===== src/sv/krpd_pkg.sv =====
// ----------------------------------------------------------------------------
// krpd_pkg
// Types, widths and key decode tables for the keypad RGB PWM dimmer.
// ----------------------------------------------------------------------------
package krpd_pkg;

  localparam int LEVEL_W       = 7;
  localparam int KEY_W         = 4;
  localparam int STEP_W        = 4;
  localparam int PWM_SLOTS_DEF = 100;

  typedef logic [LEVEL_W-1:0] level_t;
  typedef logic [KEY_W-1:0]   key_t;
  typedef logic [STEP_W-1:0]  step_t;

  localparam level_t LEVEL_MAX  = level_t'(100);
  localparam step_t  STEP_RESET = step_t'(1);

  typedef enum logic [1:0] {
    SEL_NONE  = 2'd0,
    SEL_RED   = 2'd1,
    SEL_GREEN = 2'd2,
    SEL_BLUE  = 2'd3
  } chan_sel_t;

  typedef enum logic [2:0] {
    ACT_LEVEL,
    ACT_PLUS,
    ACT_MINUS,
    ACT_SEL_RED,
    ACT_SEL_GREEN,
    ACT_SEL_BLUE,
    ACT_NONE
  } key_act_t;

  // Grid: 1 2 3 A / 4 5 6 B / 7 8 9 C / - 0 + D, indexed by row*4 + column
  localparam key_act_t KEY_ACTION [16] = '{
    ACT_LEVEL, ACT_LEVEL, ACT_LEVEL, ACT_SEL_RED,
    ACT_LEVEL, ACT_LEVEL, ACT_LEVEL, ACT_SEL_GREEN,
    ACT_LEVEL, ACT_LEVEL, ACT_LEVEL, ACT_SEL_BLUE,
    ACT_MINUS, ACT_LEVEL, ACT_PLUS,  ACT_NONE
  };

  // Level loaded by digit keys; key 9 gives full scale
  localparam level_t KEY_LEVEL [16] = '{
    level_t'(11), level_t'(22), level_t'(33), level_t'(0),
    level_t'(44), level_t'(55), level_t'(66), level_t'(0),
    level_t'(77), level_t'(88), level_t'(100), level_t'(0),
    level_t'(0),  level_t'(0),  level_t'(0),  level_t'(0)
  };

endpackage


===== src/sv/krpd_in_if.sv =====
// ----------------------------------------------------------------------------
// krpd_in_if
// Input channel: key events and PWM slot ticks.
// ----------------------------------------------------------------------------
interface krpd_in_if;
  import krpd_pkg::*;

  logic  valid;
  logic  ready;
  logic  req_type;
  key_t  key_code;

  modport source (output valid, output req_type, output key_code, input ready);
  modport sink   (input valid, input req_type, input key_code, output ready);
endinterface


===== src/sv/krpd_out_if.sv =====
// ----------------------------------------------------------------------------
// krpd_out_if
// Result channel: channel drive levels, working level and selection.
// ----------------------------------------------------------------------------
interface krpd_out_if;
  import krpd_pkg::*;

  logic      valid;
  logic      ready;
  logic      red_on;
  logic      green_on;
  logic      blue_on;
  level_t    working_level;
  chan_sel_t selected_channel;

  modport source (output valid, output red_on, output green_on, output blue_on,
                  output working_level, output selected_channel, input ready);
  modport sink   (input valid, input red_on, input green_on, input blue_on,
                  input working_level, input selected_channel, output ready);
endinterface


===== src/sv/keypad_rgb_pwm_dimmer_core.sv =====
// ----------------------------------------------------------------------------
// keypad_rgb_pwm_dimmer_core
// Three-channel LED PWM controller commanded by keypad events.
// ----------------------------------------------------------------------------
// Usage:
//   in_ch carries one word per key press (req_type 0, key_code = row*4+col)
//   or per PWM slot tick (req_type 1). Every word gives one result word on
//   out_ch: the red/green/blue drive for the current slot, the working level
//   and the selected channel after that word.
//   cfg_we/cfg_wdata load step_size, used by the plus and minus keys; write
//   it only while no word is in flight.
//   The result is registered: out_ch.valid rises in the cycle after acceptance;
//   throughput is one word per cycle while out_ch takes each result.
//   While out_ch is stalled the result register holds and in_ch.ready drops
//   until the pending word is taken; a word is accepted in the same cycle
//   that the pending result leaves.
//   Reset clears level, selection, all duties and the slot counter, sets
//   step_size to 1 and empties the output register.
// ----------------------------------------------------------------------------
module keypad_rgb_pwm_dimmer_core #(
  parameter int PWM_SLOTS = krpd_pkg::PWM_SLOTS_DEF
) (
  input  logic                  clk,
  input  logic                  rst_n,
  krpd_in_if.sink               in_ch,
  krpd_out_if.source            out_ch,
  input  logic                  cfg_we,
  input  krpd_pkg::step_t       cfg_wdata
);
  import krpd_pkg::*;

  localparam int SLOT_W = (PWM_SLOTS > 2) ? $clog2(PWM_SLOTS) : 1;

  typedef logic [SLOT_W-1:0] slot_t;

  step_t     step_r;
  level_t    level_r,  level_nxt;
  chan_sel_t sel_r,    sel_nxt;
  level_t    red_r,    red_nxt;
  level_t    green_r,  green_nxt;
  level_t    blue_r,   blue_nxt;
  slot_t     slot_r,   slot_nxt;
  logic      out_valid_r;

  logic      accept;
  key_act_t  act;
  logic [LEVEL_W:0] sum;
  logic [SLOT_W:0]  slot_inc;
  level_t    slot_ext;

  assign in_ch.ready = !out_valid_r || out_ch.ready;
  assign accept      = in_ch.valid && in_ch.ready;
  assign act         = KEY_ACTION[in_ch.key_code];
  assign sum         = {1'b0, level_r} + (LEVEL_W+1)'(step_r);
  assign slot_inc    = {1'b0, slot_r} + (SLOT_W+1)'(1);
  assign slot_ext    = LEVEL_W'(slot_r);

  always_comb begin
    level_nxt = level_r;
    sel_nxt   = sel_r;
    red_nxt   = red_r;
    green_nxt = green_r;
    blue_nxt  = blue_r;
    slot_nxt  = slot_r;
    if (in_ch.req_type) begin
      // advance the slot counter, wrap after the last slot
      if (slot_inc >= (SLOT_W+1)'(PWM_SLOTS)) begin
        slot_nxt = '0;
      end else begin
        slot_nxt = slot_inc[SLOT_W-1:0];
      end
    end else begin
      case (act)
        ACT_LEVEL: begin
          level_nxt = KEY_LEVEL[in_ch.key_code];
        end
        ACT_PLUS: begin
          level_nxt = (sum > (LEVEL_W+1)'(LEVEL_MAX)) ? LEVEL_MAX : sum[LEVEL_W-1:0];
        end
        ACT_MINUS: begin
          level_nxt = (level_r > LEVEL_W'(step_r)) ? level_r - LEVEL_W'(step_r) : '0;
        end
        ACT_SEL_RED: begin
          sel_nxt   = SEL_RED;
          level_nxt = red_r;
        end
        ACT_SEL_GREEN: begin
          sel_nxt   = SEL_GREEN;
          level_nxt = green_r;
        end
        ACT_SEL_BLUE: begin
          sel_nxt   = SEL_BLUE;
          level_nxt = blue_r;
        end
        default: begin
        end
      endcase
      // selected duty follows the level
      case (sel_nxt)
        SEL_RED:   red_nxt   = level_nxt;
        SEL_GREEN: green_nxt = level_nxt;
        SEL_BLUE:  blue_nxt  = level_nxt;
        default: begin
        end
      endcase
    end
  end

  always_ff @(posedge clk) begin
    if (!rst_n) begin
      step_r      <= STEP_RESET;
      level_r     <= '0;
      sel_r       <= SEL_NONE;
      red_r       <= '0;
      green_r     <= '0;
      blue_r      <= '0;
      slot_r      <= '0;
      out_valid_r <= 1'b0;
    end else begin
      if (cfg_we) begin
        step_r <= cfg_wdata;
      end
      if (accept) begin
        level_r     <= level_nxt;
        sel_r       <= sel_nxt;
        red_r       <= red_nxt;
        green_r     <= green_nxt;
        blue_r      <= blue_nxt;
        slot_r      <= slot_nxt;
        out_valid_r <= 1'b1;
      end else if (out_ch.ready) begin
        out_valid_r <= 1'b0;
      end
    end
  end

  // result payload: current slot against the duties after this word
  always_ff @(posedge clk) begin
    if (accept) begin
      out_ch.red_on           <= slot_ext < red_nxt;
      out_ch.green_on         <= slot_ext < green_nxt;
      out_ch.blue_on          <= slot_ext < blue_nxt;
      out_ch.working_level    <= level_nxt;
      out_ch.selected_channel <= sel_nxt;
    end
  end

  assign out_ch.valid = out_valid_r;

endmodule

===== src/flat_wrapper.sv =====
// flat-port wrapper written by rule: the top's interface ports become plain ports
module keypad_rgb_pwm_dimmer_core_flat import krpd_pkg::*;
#(
  parameter int PWM_SLOTS = krpd_pkg::PWM_SLOTS_DEF
)
  (clk, rst_n, cfg_we, cfg_wdata, in_ch_valid, in_ch_req_type, in_ch_key_code, in_ch_ready, out_ch_valid, out_ch_red_on, out_ch_green_on, out_ch_blue_on, out_ch_working_level, out_ch_selected_channel, out_ch_ready);
  krpd_in_if in_ch_i ();
  krpd_out_if out_ch_i ();
  input  logic clk;
  input  logic rst_n;
  input  logic cfg_we;
  input  krpd_pkg::step_t cfg_wdata;
  input wire logic [$bits(in_ch_i.valid)-1:0] in_ch_valid;
  input wire logic [$bits(in_ch_i.req_type)-1:0] in_ch_req_type;
  input wire logic [$bits(in_ch_i.key_code)-1:0] in_ch_key_code;
  output wire logic [$bits(in_ch_i.ready)-1:0] in_ch_ready;
  output wire logic [$bits(out_ch_i.valid)-1:0] out_ch_valid;
  output wire logic [$bits(out_ch_i.red_on)-1:0] out_ch_red_on;
  output wire logic [$bits(out_ch_i.green_on)-1:0] out_ch_green_on;
  output wire logic [$bits(out_ch_i.blue_on)-1:0] out_ch_blue_on;
  output wire logic [$bits(out_ch_i.working_level)-1:0] out_ch_working_level;
  output wire logic [$bits(out_ch_i.selected_channel)-1:0] out_ch_selected_channel;
  input wire logic [$bits(out_ch_i.ready)-1:0] out_ch_ready;
  assign in_ch_i.valid = in_ch_valid;
  assign in_ch_i.req_type = in_ch_req_type;
  assign in_ch_i.key_code = in_ch_key_code;
  assign in_ch_ready = in_ch_i.ready;
  assign out_ch_valid = out_ch_i.valid;
  assign out_ch_red_on = out_ch_i.red_on;
  assign out_ch_green_on = out_ch_i.green_on;
  assign out_ch_blue_on = out_ch_i.blue_on;
  assign out_ch_working_level = out_ch_i.working_level;
  assign out_ch_selected_channel = out_ch_i.selected_channel;
  assign out_ch_i.ready = out_ch_ready;
  keypad_rgb_pwm_dimmer_core #(.PWM_SLOTS(PWM_SLOTS)) u_core (.clk(clk), .rst_n(rst_n), .in_ch(in_ch_i), .out_ch(out_ch_i), .cfg_we(cfg_we), .cfg_wdata(cfg_wdata));
endmodule

===== config.mk =====
export PLATFORM = sky130hd
export DESIGN_NAME = keypad_rgb_pwm_dimmer_core_flat
export DESIGN_NICKNAME = d
export VERILOG_FILES = /design/src/sv/krpd_pkg.sv /design/src/sv/krpd_in_if.sv /design/src/sv/krpd_out_if.sv /design/src/sv/keypad_rgb_pwm_dimmer_core.sv /design/src/flat_wrapper.sv
export SDC_FILE = /design/constraint.sdc
export NUM_CORES = 1
export LEC_CHECK = 0
export BUFFER_PORTS_ARGS = -buffer_cell sky130_fd_sc_hd__clkbuf_2
export CORE_MARGIN = 2
export CORE_UTILIZATION = 40
export DETAILED_ROUTE_END_ITERATION = 16
export PLACE_DENSITY = 0.56
export SLEW_MARGIN = 15
export SYNTH_ARGS = -nofsm -noshare
export SYNTH_HDL_FRONTEND = slang
export SYNTH_SLANG_ARGS = --single-unit

===== constraint.sdc =====
create_clock -name clk -period 3.6 [get_ports clk]
set_input_delay 0.18 -clock clk [delete_from_list [all_inputs] [get_ports clk]]
set_output_delay 0.18 -clock clk [all_outputs]
set_load 0.005 [all_outputs]

==> results_dict.tcl <==
set metrics [dict create \
    maxSlewViolCount 0 \
    cp_data_required_time_ps 3740 \
    cp_max_fo 6 \
    outcome "finished, final reports clean" \
    root_buffer "clkbuf_8" \
    cts_sinks 54 \
    synth_area_leaders "dfxtp_1, ha_1, edfxtp_1, a21oi_1, nand2_1" \
    row_count 37 \
    synth_cell_types 81 \
    grt_pass1_wl_um 21300 \
    syn_to_final_growth_pct 20.9 \
    grt_usage_pct 24.2 \
    finalSetupViolCount 0 \
    hold_class "in2reg" \
    ff_latch_area_mm2 0.00120 \
    ir_drop_uv 195 \
    io_pins 28 \
    pre_cts_ws_ps -29.0 \
    core_mm2 0.0103 \
    io_buffers 27 \
    synth_nets 552 \
    antenna_found_initial 0 \
    finalClockSkew_ps 14.2 \
    start_util_pct 41.0 \
    first_global_vias 3917 \
    synth_top_family_by_area "compound AO/OA/AOI/OAI gates" \
    min_period_ps 3520 \
    final_cells 705 \
    maxSlewHeadroom_pct 50.1 \
    tritoncts "built" \
    synth_seq_area_share_pct 28.5 \
    syn_inst 504 \
    cts_buffers 5 \
    synth_ff_type "dfxtp_1" \
    finalCritPeriodShare_pct 97.8 \
    drive_gt1_share_pct 27.9 \
    antenna_cells 0 \
    grt-ovfl-total 0 \
    fp.dieW_um 107 \
    path_class "reg2reg" \
    synth_area_leader_cell "dfxtp_1" \
    cts_buffer_depth 2 \
    insertion_delay_ps 330 \
    grt_max_degree 35 \
    dp_cells 694 \
    drcViolationCount 0 \
    dp_hpwl_um 10600 \
    wl_per_cell_um 19.4 \
    synth_enable_flop_cells 12 \
    async_reset_ff_share_pct 0 \
    crit_path_start_kind "flip-flop" \
    rsz0062_at_grt "yes" \
    drv_cap 0 \
    num-fill-cells 1027 \
    clkTransAtPathRegs_ps 110 \
    syn_area_per_cell_um2 8.37 \
    die-area_mm2 0.0114 \
    via_count 4116 \
    htree_levels 2 \
    wl_um 13700 \
    yosys_warnings 0 \
    p_leak_nw 2.11 \
    synth_mux_area_share_pct 3.14 \
    yosys.area_share.xor_xnor_pct 1.66 \
    fin_ws_ps 78.1 \
    viasPerCell 5.84 \
    postRouteAntennaNets 0 \
    worst_pin_slew_ps 742 \
    netlist.area_leader.share_pct 19.9 \
    end_kind "flip-flop" \
    ctsHoldBuffers 0 \
    synth_area_mm2 0.00422 \
    yosys.area_share.simple_pct 22.4 \
    drt-pass1-iter-count 5 \
    max_freq_mhz 284 \
    synth_fa_ha_area_share_pct 10.4 \
    ys_ff_latch 54 \
    place.gp.congestion 0.949 \
    final_nets 616 \
    p_per_area_mw_per_mm2 289 \
    synth_compound_area_share_pct 28.7 \
    drt-initial-drc-count 365 \
    multi_input_area_mm2 0.00298 \
    hold_viol 0 \
    die_h_um 107 \
    place_area_mm2 0.00481 \
    arrival_ps 3670 \
    post-route-cell-area_mm2 0.00510 \
]
-- power breakdown --
part,switching (mW),total [mW],internal [mW]
logic,0.251,0.442,0.191
registers,0.0221,0.670,0.648
clock network,0.223,0.361,0.138
-- final timing paths --
check / startpoint / slack (ps) / cells after the start / to
worst max register to register: u_core.level_r[0]$_SDFFE_PN0P_ / 80 / 16 / u_core.out_ch.blue_on$_DFFE_PP_
worst min register to register: u_core.step_r[0]$_SDFFE_PN1P_ / 510 / 2 / u_core.step_r[0]$_SDFFE_PN1P_
worst min-delay path: cfg_wdata[0] / 70 / 3 / u_core.step_r[0]$_SDFFE_PN1P_
worst max-delay path: u_core.level_r[0]$_SDFFE_PN0P_ / 80 / 16 / u_core.out_ch.blue_on$_DFFE_PP_
-- stage by stage --
stage	total power [mW]	utilization [%]	setup TNS [ps]	hold slack (ps)
final	1.47	49.6	0	74.3
after global placement	1.08	46.8	0	406
after CTS	1.44	47.9	0	79.2
after floorplan	0.917	-	0	309
after global routing	1.54	49.6	-100	103
after detailed placement	1.08	46.8	-32.4	420
-- layout by cell type (no fill, tap or decap), drive strengths merged, types with 14 or more instances in the layout --
cell    instances
a21oi          34
buf            57
clkbuf         32
dfxtp          42
ha             32
inv            27
nand2          43
nand3          19
nor2           39
nor2b          14
nor3           14
o21ai          32
-- synthesized netlist by cell type (3+ instances only) --
cell type and instances:
a2111oi_0 3, a211oi_1 7, a211oi_2 3, a21o_1 9
a21oi_1 32, a22oi_1 3, a31o_2 7, a31oi_1 3
and2_1 3, and3_1 8, buf_1 3, buf_2 13
clkbuf_1 10, dfxtp_1 42, edfxtp_1 12, ha_1 32
inv_1 26, mux2i_1 11, nand2_1 42, nand2b_1 9
nand3_1 19, nand3b_1 4, nand4_1 3, nor2_1 37
nor2b_1 14, nor3_1 13, nor3b_1 6, o21a_1 7
o21ai_0 29, o21ai_1 3, o221a_2 3, o22a_1 4
o22ai_1 6, o31ai_1 6, or2_2 4, xnor2_1 6
-- worst max-delay path: stages, from the launching register on --
cell	delay [ps]
dfxtp_1	340
inv_1	60
ha_1	150
inv_1	60
fa_1	410
a21o_1	190
a21oi_2	180
and3_1	190
xor2_1	190
a211oi_2	90
buf_4	170
nor3_1	200
a21oi_1	70
ha_1	240
a2111oi_4	400
nand2b_4	80
o41ai_2	300
-- logic make-up after synthesis --
| kind of cell | Yosys count |
|---|---|
| simple gates | 177 |
| compound gates | 165 |
| flops | 54 |
| buf+inv | 53 |
| fa+ha+maj | 34 |
| mux | 13 |
| xor+xnor | 8 |
-- state kept, by name (all words and copies together), names as in the netlist --
name,flops
u_core.red_r,7
u_core.green_r,7
u_core.out_ch.green_on,1
u_core.out_ch.selected_channel,2
u_core.level_r,7
u_core.blue_r,7
u_core.out_ch.red_on,1
u_core.step_r,4
u_core.out_ch.valid,1
u_core.slot_ext,7
u_core.out_ch.blue_on,1
u_core.sel_r,2
u_core.out_ch.working_level,7
-- final cells by class --
class / instances / share of cell area, %
Multi-Input combinational cell: 397 / 58.4
Inverter: 26 / 1.91
Timing Repair Buffer: 84 / 11.0
Clock inverter: 3 / 0.392
Tap cell: 136 / 3.34
Clock buffer: 5 / 1.35
Sequential cell: 54 / 23.6
-- what timing repair did --
item                                    in CTS  in global routing
buffers inserted                             0                  3
gates resized for setup                      5                 35
endpoints found under the setup margin       3                  3
pin swaps                                    1                  9
-- metal layers --
metal | GRT usage (%) | vias up | wire [µm] | share of wire (%)
li1 | - | 1994 | - | -
met1 | 31.7 | 1972 | 6110 | 45
met2 | 42.8 | 125 | 6680 | 49
met5 | 0 | - | 0 | 0
met3 | 2.67 | 25 | 628 | 4.6
met4 | 5.75 | 0 | 260 | 1.9
(Power assumes the default switching activity.)
